`config.mk`:
```
export PLATFORM = sky130hd
export DESIGN_NAME = hole_fitting_allocator_top
export DESIGN_NICKNAME = d
export VERILOG_FILES = /design/src/rtl/hfa_pkg.sv /design/src/rtl/hole_fitting_allocator_top.sv
export SDC_FILE = /design/constraint.sdc
export NUM_CORES = 2
export LEC_CHECK = 0
export BUFFER_PORTS_ARGS = -buffer_cell sky130_fd_sc_hd__buf_2
export CAP_MARGIN = 20
export CORE_UTILIZATION = 45
export DETAILED_ROUTE_END_ITERATION = 7
export MAX_ROUTING_LAYER = met4
export PLACE_DENSITY = 0.63
export SYNTH_ARGS = -nofsm -noshare
export SYNTH_HDL_FRONTEND = slang
export SYNTH_SLANG_ARGS = --single-unit
```
`constraint.sdc`:
```
create_clock -name clk_i -period 10.8 [get_ports clk_i]
set_input_delay 0.54 -clock clk_i [delete_from_list [all_inputs] [get_ports clk_i]]
set_output_delay 0.54 -clock clk_i [all_outputs]
set_load 0.01 [all_outputs]
```
`src/rtl/hfa_pkg.sv`:
```
// Package for the hole fitting allocator.
// Holds the address width, operation codes, status codes and sequencer state type; no dependencies.
package hfa_pkg;

  // Address width of the managed memory.
  localparam int AddrBits = 16;

  // Operation codes of an input item.
  localparam logic [1:0] FuncFirst = 2'd0;
  localparam logic [1:0] FuncBest  = 2'd1;
  localparam logic [1:0] FuncFree  = 2'd2;
  localparam logic [1:0] FuncDefrag = 2'd3;

  // Status codes of a result item.
  localparam logic [2:0] StOk       = 3'd0;
  localparam logic [2:0] StExceeds  = 3'd1;
  localparam logic [2:0] StDup      = 3'd2;
  localparam logic [2:0] StNoHole   = 3'd3;
  localparam logic [2:0] StNotFound = 3'd4;
  localparam logic [2:0] StFull     = 3'd5;

  // Sequencer states, one-hot.
  typedef enum logic [6:0] {
    S_IDLE  = 7'b0000001,
    S_SCAN  = 7'b0000010,
    S_HOLE  = 7'b0000100,
    S_SHIFT = 7'b0001000,
    S_WRITE = 7'b0010000,
    S_PACK  = 7'b0100000,
    S_OUT   = 7'b1000000
  } state_e;

endpackage

```
`src/rtl/hole_fitting_allocator_top.sv`:
```
// Top level of the hole fitting allocator: block table, sequencer and shared compare unit.
// Depends on hfa_pkg.
//
//  channel | direction | signals
//  in      | input     | in_valid_i, in_ready_o, func_i, block_ident_i, block_length_i
//  out     | output    | out_valid_o, out_ready_i, status_o, placed_address_o, space_left_o
//  cfg     | input     | cfg_we_i, cfg_wdata_i
//
// An allocate makes one pass over the table for the id check, one pass over the holes, then a
// one-entry-per-cycle shift of the table to open a slot; a free scans for the id and then shifts
// the table to close its slot, and a defragment makes one packing pass over the table.
// Reset clears the block count, the used total and the memory size; table contents stay undefined.
// A finished result is held in the output register until taken; the next item is
// accepted while that result waits, but work on it starts only once the result leaves.
module hole_fitting_allocator_top #(
  parameter int MAX_BLOCKS = 16
) (
  input  logic        clk_i,
  input  logic        rst_ni,
  input  logic        cfg_we_i,
  input  logic [15:0] cfg_wdata_i,
  input  logic        in_valid_i,
  output logic        in_ready_o,
  input  logic [1:0]  func_i,
  input  logic [15:0] block_ident_i,
  input  logic [15:0] block_length_i,
  output logic        out_valid_o,
  input  logic        out_ready_i,
  output logic [2:0]  status_o,
  output logic [15:0] placed_address_o,
  output logic [15:0] space_left_o
);

  localparam int IW = $clog2(MAX_BLOCKS);
  localparam int CW = $clog2(MAX_BLOCKS + 1);
  localparam int AW = hfa_pkg::AddrBits + 1;

  // Block table.
  logic [15:0]   ident_mem [MAX_BLOCKS];
  logic [AW-1:0] begin_mem [MAX_BLOCKS];
  logic [AW-1:0] fin_mem   [MAX_BLOCKS];

  hfa_pkg::state_e state_q, state_d;
  logic [CW-1:0] count_q;
  logic [AW:0]   used_q;
  logic [15:0]   msize_q;
  logic [CW-1:0] idx_q;
  logic [CW-1:0] pick_q;
  logic          found_q;
  logic [AW-1:0] pstart_q, psize_q, prev_fin_q, at_q;
  logic [1:0]    func_q;
  logic [15:0]   ident_q;
  logic [15:0]   len_q;
  logic          hold_q;
  logic          ovalid_q;
  logic [2:0]    status_q;
  logic [15:0]   placed_q;

  logic [AW:0]   remain;
  logic [IW-1:0] ridx;
  logic [15:0]   r_ident;
  logic [AW-1:0] r_begin, r_fin;
  logic [AW-1:0] gap_end, gap_len;
  logic          hole_ok;

  assign remain = (used_q > {{(AW-15){1'b0}}, msize_q}) ? '0 :
                  {{(AW-15){1'b0}}, msize_q} - used_q;
  assign ridx   = idx_q[IW-1:0];
  assign r_ident = ident_mem[ridx];
  assign r_begin = begin_mem[ridx];
  assign r_fin   = fin_mem[ridx];

  // Shared hole compare: end of hole is next block's start or memory size.
  assign gap_end = (idx_q < count_q) ? r_begin : {{(AW-16){1'b0}}, msize_q};
  assign gap_len = gap_end - prev_fin_q;
  assign hole_ok = (gap_end >= prev_fin_q) &&
                   (gap_len >= {{(AW-16){1'b0}}, len_q});

  assign in_ready_o  = !hold_q;
  assign out_valid_o = ovalid_q;
  assign status_o    = status_q;
  assign placed_address_o = placed_q;
  assign space_left_o = remain[15:0];

  // Sequencer next state.
  always_comb begin
    state_d = state_q;
    unique case (state_q)
      hfa_pkg::S_IDLE: if (hold_q && !ovalid_q) begin
        state_d = (func_q == hfa_pkg::FuncDefrag) ? hfa_pkg::S_PACK : hfa_pkg::S_SCAN;
      end
      hfa_pkg::S_SCAN: begin
        if (func_q == hfa_pkg::FuncFree) begin
          if (idx_q >= count_q) state_d = hfa_pkg::S_OUT;
          else if (r_ident == ident_q) state_d = hfa_pkg::S_SHIFT;
        end else if (status_q == hfa_pkg::StExceeds) begin
          state_d = hfa_pkg::S_OUT;
        end else if (idx_q >= count_q) begin
          state_d = (count_q >= CW'(MAX_BLOCKS)) ? hfa_pkg::S_OUT : hfa_pkg::S_HOLE;
        end else if (r_ident == ident_q) begin
          state_d = hfa_pkg::S_OUT;
        end
      end
      hfa_pkg::S_HOLE: begin
        if (hole_ok && func_q == hfa_pkg::FuncFirst) state_d = hfa_pkg::S_SHIFT;
        else if (idx_q >= count_q)
          state_d = (found_q || hole_ok) ? hfa_pkg::S_SHIFT : hfa_pkg::S_OUT;
      end
      hfa_pkg::S_SHIFT: begin
        if (func_q == hfa_pkg::FuncFree) begin
          if (idx_q + 1'b1 >= count_q) state_d = hfa_pkg::S_OUT;
        end else if (idx_q <= pick_q) begin
          state_d = hfa_pkg::S_WRITE;
        end
      end
      hfa_pkg::S_WRITE: state_d = hfa_pkg::S_OUT;
      hfa_pkg::S_PACK:  if (idx_q >= count_q) state_d = hfa_pkg::S_OUT;
      hfa_pkg::S_OUT:   state_d = hfa_pkg::S_IDLE;
      default:          state_d = hfa_pkg::S_IDLE;
    endcase
  end

  // Control registers.
  always_ff @(posedge clk_i or negedge rst_ni) begin
    if (!rst_ni) begin
      state_q  <= hfa_pkg::S_IDLE;
      count_q  <= '0;
      used_q   <= '0;
      msize_q  <= '0;
      hold_q   <= 1'b0;
      ovalid_q <= 1'b0;
    end else begin
      state_q <= state_d;
      if (cfg_we_i) msize_q <= cfg_wdata_i;
      if (in_valid_i && in_ready_o) hold_q <= 1'b1;
      if (ovalid_q && out_ready_i) ovalid_q <= 1'b0;
      if (state_q == hfa_pkg::S_OUT) begin
        ovalid_q <= 1'b1;
        hold_q   <= 1'b0;
      end
      if (state_q == hfa_pkg::S_WRITE) begin
        count_q <= count_q + 1'b1;
        used_q  <= used_q + {{(AW-15){1'b0}}, len_q};
      end
      if (state_q == hfa_pkg::S_SCAN && func_q == hfa_pkg::FuncFree &&
          idx_q < count_q && r_ident == ident_q) begin
        used_q <= ({1'b0, r_fin - r_begin} > used_q) ? '0 : used_q - {1'b0, r_fin - r_begin};
      end
      if (state_q == hfa_pkg::S_SHIFT && func_q == hfa_pkg::FuncFree &&
          idx_q + 1'b1 >= count_q) begin
        count_q <= count_q - 1'b1;
      end
    end
  end

  // Datapath registers and table writes.
  always_ff @(posedge clk_i) begin
    if (in_valid_i && in_ready_o) begin
      func_q  <= func_i;
      ident_q <= block_ident_i;
      len_q   <= block_length_i;
    end
    unique case (state_q)
      hfa_pkg::S_IDLE: begin
        // A new item starts only after the previous result has left.
        if (hold_q && !ovalid_q) begin
          found_q <= 1'b0;
          prev_fin_q <= '0;
          at_q <= '0;
          placed_q <= '0;
          if (func_q != hfa_pkg::FuncDefrag && func_q != hfa_pkg::FuncFree &&
              {{(AW-15){1'b0}}, len_q} > remain) begin
            status_q <= hfa_pkg::StExceeds;
            idx_q <= CW'(MAX_BLOCKS);
          end else begin
            status_q <= hfa_pkg::StOk;
            idx_q <= '0;
          end
        end
      end
      hfa_pkg::S_SCAN: begin
        if (func_q == hfa_pkg::FuncFree) begin
          if (idx_q >= count_q) status_q <= hfa_pkg::StNotFound;
          else if (r_ident != ident_q) idx_q <= idx_q + 1'b1;
        end else if (status_q == hfa_pkg::StExceeds) begin
          idx_q <= idx_q;
        end else if (idx_q >= count_q) begin
          if (count_q >= CW'(MAX_BLOCKS)) status_q <= hfa_pkg::StFull;
          idx_q <= '0;
        end else if (r_ident == ident_q) begin
          status_q <= hfa_pkg::StDup;
        end else begin
          idx_q <= idx_q + 1'b1;
        end
      end
      hfa_pkg::S_HOLE: begin
        if (hole_ok && (!found_q || (func_q == hfa_pkg::FuncBest && gap_len < psize_q))) begin
          found_q <= 1'b1;
          pick_q <= idx_q;
          pstart_q <= prev_fin_q;
          psize_q <= gap_len;
        end
        prev_fin_q <= r_fin;
        if ((hole_ok && func_q == hfa_pkg::FuncFirst) || idx_q >= count_q) begin
          idx_q <= count_q;
          if (!(found_q || hole_ok)) status_q <= hfa_pkg::StNoHole;
        end else begin
          idx_q <= idx_q + 1'b1;
        end
      end
      hfa_pkg::S_SHIFT: begin
        if (func_q == hfa_pkg::FuncFree) begin
          if (idx_q + 1'b1 < count_q) begin
            ident_mem[ridx] <= ident_mem[IW'(idx_q + 1'b1)];
            begin_mem[ridx] <= begin_mem[IW'(idx_q + 1'b1)];
            fin_mem[ridx]   <= fin_mem[IW'(idx_q + 1'b1)];
            idx_q <= idx_q + 1'b1;
          end
        end else if (idx_q > pick_q) begin
          ident_mem[ridx] <= ident_mem[IW'(idx_q - 1'b1)];
          begin_mem[ridx] <= begin_mem[IW'(idx_q - 1'b1)];
          fin_mem[ridx]   <= fin_mem[IW'(idx_q - 1'b1)];
          idx_q <= idx_q - 1'b1;
        end
      end
      hfa_pkg::S_WRITE: begin
        ident_mem[IW'(pick_q)] <= ident_q;
        begin_mem[IW'(pick_q)] <= pstart_q;
        fin_mem[IW'(pick_q)]   <= pstart_q + {{(AW-16){1'b0}}, len_q};
        placed_q <= pstart_q[15:0];
      end
      hfa_pkg::S_PACK: begin
        if (idx_q < count_q) begin
          begin_mem[ridx] <= at_q;
          fin_mem[ridx]   <= at_q + (r_fin - r_begin);
          at_q <= at_q + (r_fin - r_begin);
          idx_q <= idx_q + 1'b1;
        end
      end
      hfa_pkg::S_OUT: idx_q <= '0;
      default: idx_q <= '0;
    endcase
  end

  // Checks on the sequencer and table bookkeeping.
  assert property (@(posedge clk_i) disable iff (!rst_ni) $onehot(state_q))
    else $error("state not one-hot");
  assert property (@(posedge clk_i) disable iff (!rst_ni) count_q <= CW'(MAX_BLOCKS))
    else $error("block count beyond table depth");
  assert property (@(posedge clk_i) disable iff (!rst_ni)
    state_q == hfa_pkg::S_OUT |=> out_valid_o)
    else $error("result lost");
  assert property (@(posedge clk_i) disable iff (!rst_ni)
    state_q != hfa_pkg::S_IDLE |-> !in_ready_o)
    else $error("input taken while busy");

endmodule
```
After elaboration in Yosys (flattened, before gate mapping)
Memories as Yosys holds them, arrays and structs flattened. A register that Yosys moved wholly into a read port is not among the register bits.
Cells that the tools add are included.
{ "totals": {"ff_bits": 180, "latchBits": 0, "ramBits": 800, "romBits": 0, "out_inout_bits": 37, "mem_count": 3} }
{ "mem_list": {"columns": ["memory", "depth", "word_bits", "rd", "rd_clocked_by_memory_dff", "write_ports", "line", "text"], "rows": [
  ["begin_mem", 16, 17, 3, 1, 1, "hole_fitting_allocator_top.sv:40", "logic [AW-1:0] begin_mem [MAX_BLOCKS];"],
  ["fin_mem", 16, 17, 3, 1, 1, "hole_fitting_allocator_top.sv:41", "logic [AW-1:0] fin_mem [MAX_BLOCKS];"],
  ["ident_mem", 16, 16, 3, 1, 1, "hole_fitting_allocator_top.sv:39", "logic [15:0] ident_mem [MAX_BLOCKS];"]
]} }
{ "classes": {"addsub": 11, "mul": 0, "div_mod_pow": 0, "order_cmp": 13, "n_eq_ne": 35, "n_shift": 0, "muxes": 92, "bitwise_logic": 6, "reduce_logical": 40} }
{ "ops": {"columns": ["op", "count"], "rows": [
  ["$mux 17", 9],
  ["$mux 7", 15],
  ["$mux 5", 15],
  ["$mux 18", 4],
  ["$pmux 17 s2", 2],
  ["$mux 16", 3],
  ["$pmux 7 s6", 1],
  ["$reduce_or 17->1", 2],
  ["$sub 17x17->17", 2],
  ["$pmux 16 s2", 1],
  ["$pmux 5 s6", 1],
  ["$mux 3", 9],
  ["$mux 4", 6],
  ["$mux 1", 23],
  ["$add 18x16->18", 1],
  ["$gt 16x18->1", 1],
  ["$gt 17x18->1", 1],
  ["$gt 18x16->1", 1],
  ["$sub 16x18->18", 1],
  ["$sub 18x17->18", 1],
  ["$add 17x16->17", 1],
  ["$add 17x17->17", 1],
  ["$ge 17x16->1", 1],
  ["$ge 17x17->1", 1],
  ["45 further kinds", 94]
]} }

Longest topological paths before layout
{ "depth": {"word_depth": 10, "depth_mapped": 32, "mapped_depth_nobuf": 27} }

Worst setup path before layout
OpenSTA, ideal clock, no wires.
{ "synth_path": {"path_kind": "reg2reg", "start": "reg idx_q[0]", "end": "reg pick_q[0] (enable)", "setup_ns": 0.435, "t_arrival_ns": 7.615, "required_time_ns": 10.365, "path_slack_ns": 2.750, "stages_incl_launch_ff": 31, "n_path_buf": 5, "synth_period_minus_slack_ns": 8.050, "path_cell_list": "edfxtp_1 -> buf_2 -> inv_2 -> clkbuf_1 -> clkbuf_1 -> ha_1 -> nor2b_1 -> o21ai_0 -> a21oi_1 -> o21a_1 -> nor2_1 -> buf_2 -> buf_1 -> mux2_2 -> ha_1 -> nor2b_1 -> o31a_1 -> o21ai_0 -> nand2b_1 -> a21oi_1 -> o21ai_0 -> a21oi_1 -> xnor2_1 -> ha_1 -> nand4_1 -> nor3_1 -> a211oi_1 -> o21ai_0 -> o21bai_1 -> nand3_1 -> nor2_1"} }
{ "synth_between": {"elab_chain_cells": 8, "elab_cells_between_ends": 11} }
{ "synth_lines": {"columns": ["element", "line", "text"], "rows": [
  ["start, declared", "hole_fitting_allocator_top.sv:47", "logic [CW-1:0] idx_q;"],
  ["start signal, assigned", "hole_fitting_allocator_top.sv:174", "idx_q <= CW'(MAX_BLOCKS);"],
  ["start signal, assigned", "hole_fitting_allocator_top.sv:184", "else if (r_ident != ident_q) idx_q <= idx_q + 1'b1;"],
  ["start signal, assigned", "hole_fitting_allocator_top.sv:186", "idx_q <= idx_q;"],
  ["$lt 5x5->1 *", "hole_fitting_allocator_top.sv:74", "assign gap_end = (idx_q < count_q) ? r_begin : {{(AW-16){1'b0}}, msize_q};"],
  ["$mux 17 *", "hole_fitting_allocator_top.sv:74", null],
  ["$sub 17x17->17 *", "hole_fitting_allocator_top.sv:75", "assign gap_len = gap_end - prev_fin_q;"],
  ["net gap_len[10]", "hole_fitting_allocator_top.sv:63", "logic [AW-1:0] gap_end, gap_len;"],
  ["$lt 17x17->1", "hole_fitting_allocator_top.sv:197", "if (hole_ok && (!found_q || (func_q == hfa_pkg::FuncBest && gap_len < psize_q))) begin"],
  ["$logic_and 1x1->1", "hole_fitting_allocator_top.sv:197", null],
  ["$logic_or 1x1->1", "hole_fitting_allocator_top.sv:197", null],
  ["$logic_and 1x1->1 *", "hole_fitting_allocator_top.sv:197", null],
  ["$reduce_and 2->1 (no source line) *", null, null],
  ["end signal, assigned", "hole_fitting_allocator_top.sv:199", "pick_q <= idx_q;"],
  ["end, declared", "hole_fitting_allocator_top.sv:48", "logic [CW-1:0] pick_q;"]
]} }
The timed path passes the listed nets; every way through them passes the cells marked *.
A chain may end at the register's enable or synchronous reset.

==> run metrics <==
Mapped Cells=3597; R2R cell count=22; clock group share of total power=0.203; deepest clock path buffer count=3; total power=18.7 mW; Die H=361 um; synthesized flop and latch total=984; Finish-stage setup viols=0; initial antenna violation count=0; RSZ-0062 raised after global routing=false; Worst EP arrival=7830 ps; total grt overflow=0; drt drc=0; routed wire length=171 mm; number of top-level pins=92; CP top delay family=compound AO/OA/AOI/OAI gates; outcome=finished clean; CTS Root Cell=clkbuf_16; via count=36.5k; critical path peak fanout=77; CTS tree=built; Sequential Power Share=0.293; HP Class=in2reg; Tightest Pin Transition=1170 ps; leakage dissipation=21.4 nW; fraction of layout cells with a size suffix above 1=0.317; fillers=10.3k; P per Cell Area=288 mW/mm^2; Post-CTS Resized=0; Mapped Nets=3842; Placer Congestion=0.975; Synth Flop Type=edfxtp_1; 1st-pass router iterations=6; hold buffer count at cts=47; MaxCap Viol Count=0; mux cell area share after synthesis=0.305; critical path depth in cells=22; Routed Antenna Nets=0; Setup crit end kind=register; Tot GR Track Use=0.270; simple-gate share of the synthesized area=0.0493; Post-synth EDFFs=932; area delta synth->final=12.1%; row cnt=131; slew margin rel.=0.220; Worst Path Required=11150 ps; crit share post-route=0.693; CORE AREA=0.128 mm^2; post-layout minimum cycle time=7480 ps; Mapped Avg Cell Area=16.1 um^2; nets=3989; R2R Path End=status_o[0]; worst path cell trace=buf_12 > mux4_2 > mux4_2 > mux2_2 > ha_1 > o21a_1 > o31a_1 > o21ai_0 > nand3_1 > a21oi_1 > o21bai_1 > a21oi_1 > xnor2_1 > ha_1 > a211oi_1 > o21ai_0 > a211oi_1 > o21ai_0 > o21bai_1 > a21oi_1 > o22ai_1 > nor4b_1; combinational cell fraction of total power=0.504; first-pass GRT wire length=250 mm; post-synthesis sequential area ratio=0.505; Crit Path Class=reg2reg; compound-gate portion of the synthesized area=0.0522; Sum Neg Setup Slack=0 ps; CP bufs+invs=1; CTS Sinks=984; Internal Dissipation=11.3 mW; Worst-path clk slew=60 ps; I/O Buffers=91; slowest CP cell=dfxtp_4; max frequency=134 MHz; Worst setup SP type=register; CP Capture Point=status_o[0]; Final Slew Violations=0; crit-path max cell delay=1000 ps; DR WL/cell=31.0 um; vias in the first global route=36.3k; First DRT Iteration DRCs=4472; Netlist cell types=73; Synth Cell Area=0.0580 mm^2; largest net degree at the start of global routing=99; largest family of logic cells by synthesized area=multiplexers; xor/xnor share of the synthesized area=0.0207; Synth Area in Adders=0.0421; H-tree levels=3; Async S/R FF share, synth=0.0488; R2R Setup Slk=3320 ps; CTS Buf Count=109; VDD IR max=0.257 mV; sw frac=0.395; Final Hold Slack=47.6 ps; vias per inst=6.64; worst-skew pair later-pin latency=740 ps; Die ar.=0.130 mm^2; Fin Clk Skew=68.9 ps; Starting Density=0.454; Setup Fix Bufs, Post-CTS=0; Die Wd=361 um; Ys Warns=0; Fin. Hold Viols=0; Post-DP HPWL=108 mm; P_sw=7.40 mW
-- worst reg2reg max path, stage by stage (launching register included) --
cell and delay, ps:
dfxtp_4 1000, buf_12 540, mux4_2 600, mux4_2 560, mux2_2 310, ha_1 350
o21a_1 190, o31a_1 130, o21ai_0 280, nand3_1 130, a21oi_1 230, o21bai_1 90
a21oi_1 180, xnor2_1 200, ha_1 320, a211oi_1 210, o21ai_0 110, a211oi_1 170
o21ai_0 150, o21bai_1 270, a21oi_1 290, o22ai_1 160, nor4b_1 620
-- flip-flops by register name, indices dropped and copies added (netlist names), 17 cells and up, named ones only --
| name | count |
|---|---|
| at_q | 17 |
| fin_mem | 272 |
| used_q | 18 |
| prev_fin_q | 17 |
| ident_mem | 256 |
| psize_q | 17 |
| begin_mem | 272 |
| pstart_q | 17 |
-- placed cells by master, fill, tap and decap left out, types with 47 or more instances in the layout --
master         netlist  final
clkbuf_16            0    109
buf_4                3    112
a21oi_1            140    140
dlygate4sd3_1        0     47
xor2_1              56     55
mux2i_1             80     80
and2_1              60     59
inv_1              158    158
dfrtp_1             47     47
buf_2               19     91
edfxtp_1           932    932
nor2_1             145    111
o21ai_0            106     99
mux4_2             734    734
xnor2_1             81     77
ha_1               182    181
nand2_1            159    159
-- stage by stage --
stage | util | area [um^2] | setup WS (ps) | cells
6_report | 0.509 | 64900 | 3320 | 5501
5_1_grt | 0.509 | 64900 | 2790 | 5500
4_1_cts | 0.508 | 64900 | 3290 | 5493
3_5_place_dp | 0.476 | 60800 | 3330 | 5241
3_3_place_gp | 0.476 | 60800 | 3390 | 5240
2_1_floorplan | - | 58000 | 2750 | 3597
-- metal layers --
metal	wire [um]	GRT usage
met1	67200	0.356
met2	82900	0.429
met3	14200	0.0402
met4	6410	0.0939
met5	0	-
-- kinds of logic (layout without fill, tap and decap cells) --
kind of cell / after synthesis / count (layout)
AO/OA/AOI/OAI: 479 / 479
XOR/XNOR: 137 / 137
adder cells (fa/ha/maj): 190 / 190
buffers and inverters: 379 / 620
flip-flops: 984 / 984
multiplexers: 846 / 846
other: 0 / 1
AND/OR/NAND/NOR: 582 / 582
-- worst min path at each step --
stage | slack, ps | endpoint | from | depth (start not counted)
floorplan | 240 | count_q[0] | rst_ni | 0
global placement | 440 | pstart_q[8] | prev_fin_q[8] | 0
detailed placement | 440 | pstart_q[9] | prev_fin_q[9] | 0
CTS | 2 | msize_q[8] | cfg_wdata_i[8] | 2
global route | 20 | len_q[1] | block_length_i[1] | 1
finish | 50 | len_q[1] | block_length_i[1] | 1
-- layout make-up --
type | instances | area [um^2] | area share
inverters | 160 | 608 | 0.00936
clock buffers | 127 | 2800 | 0.0430
flip-flops and latches | 984 | 29300 | 0.451
clock inverters | 78 | 841 | 0.0129
well taps | 1662 | 2080 | 0.0320
diodes | 1 | 2.50 | 0.0000385
repair buffers | 255 | 1860 | 0.0286
multi-input cells | 2234 | 27500 | 0.423
-- cells in the mapped netlist (13+ instances only) --
master,number,area (um^2)
a211oi_1,16,120
a21o_1,35,263
a21oi_1,140,701
a31oi_1,30,188
and2_1,60,375
and3_1,19,119
buf_1,50,188
buf_2,19,95.1
clkbuf_1,144,541
dfrtp_1,47,1180
edfxtp_1,932,28000
ha_1,182,2280
inv_1,158,593
mux2_2,32,360
mux2i_1,80,801
mux4_2,734,16500
nand2_1,159,597
nand2b_1,17,106
nand3_1,44,220
nor2_1,145,544
nor2b_1,27,169
nor3_1,37,185
o211ai_1,26,195
o21a_1,23,173
o21ai_0,106,531
o21bai_1,32,240
or3_1,13,81.3
xnor2_1,81,709
xor2_1,56,490
-- power groups by stage --
| stage | Combinational, mW | Sequential, mW | Clock [mW] |
|---|---|---|---|
| after floorplan | 6.57 | 5.43 | 0 |
| after global placement | 9.23 | 5.57 | 0 |
| after detailed placement | 9.28 | 5.58 | 0 |
| after CTS | 9.35 | 5.50 | 3.84 |
| after global routing | 10.2 | 5.51 | 3.97 |
| final | 9.43 | 5.49 | 3.79 |
(Power assumes the default switching activity.)
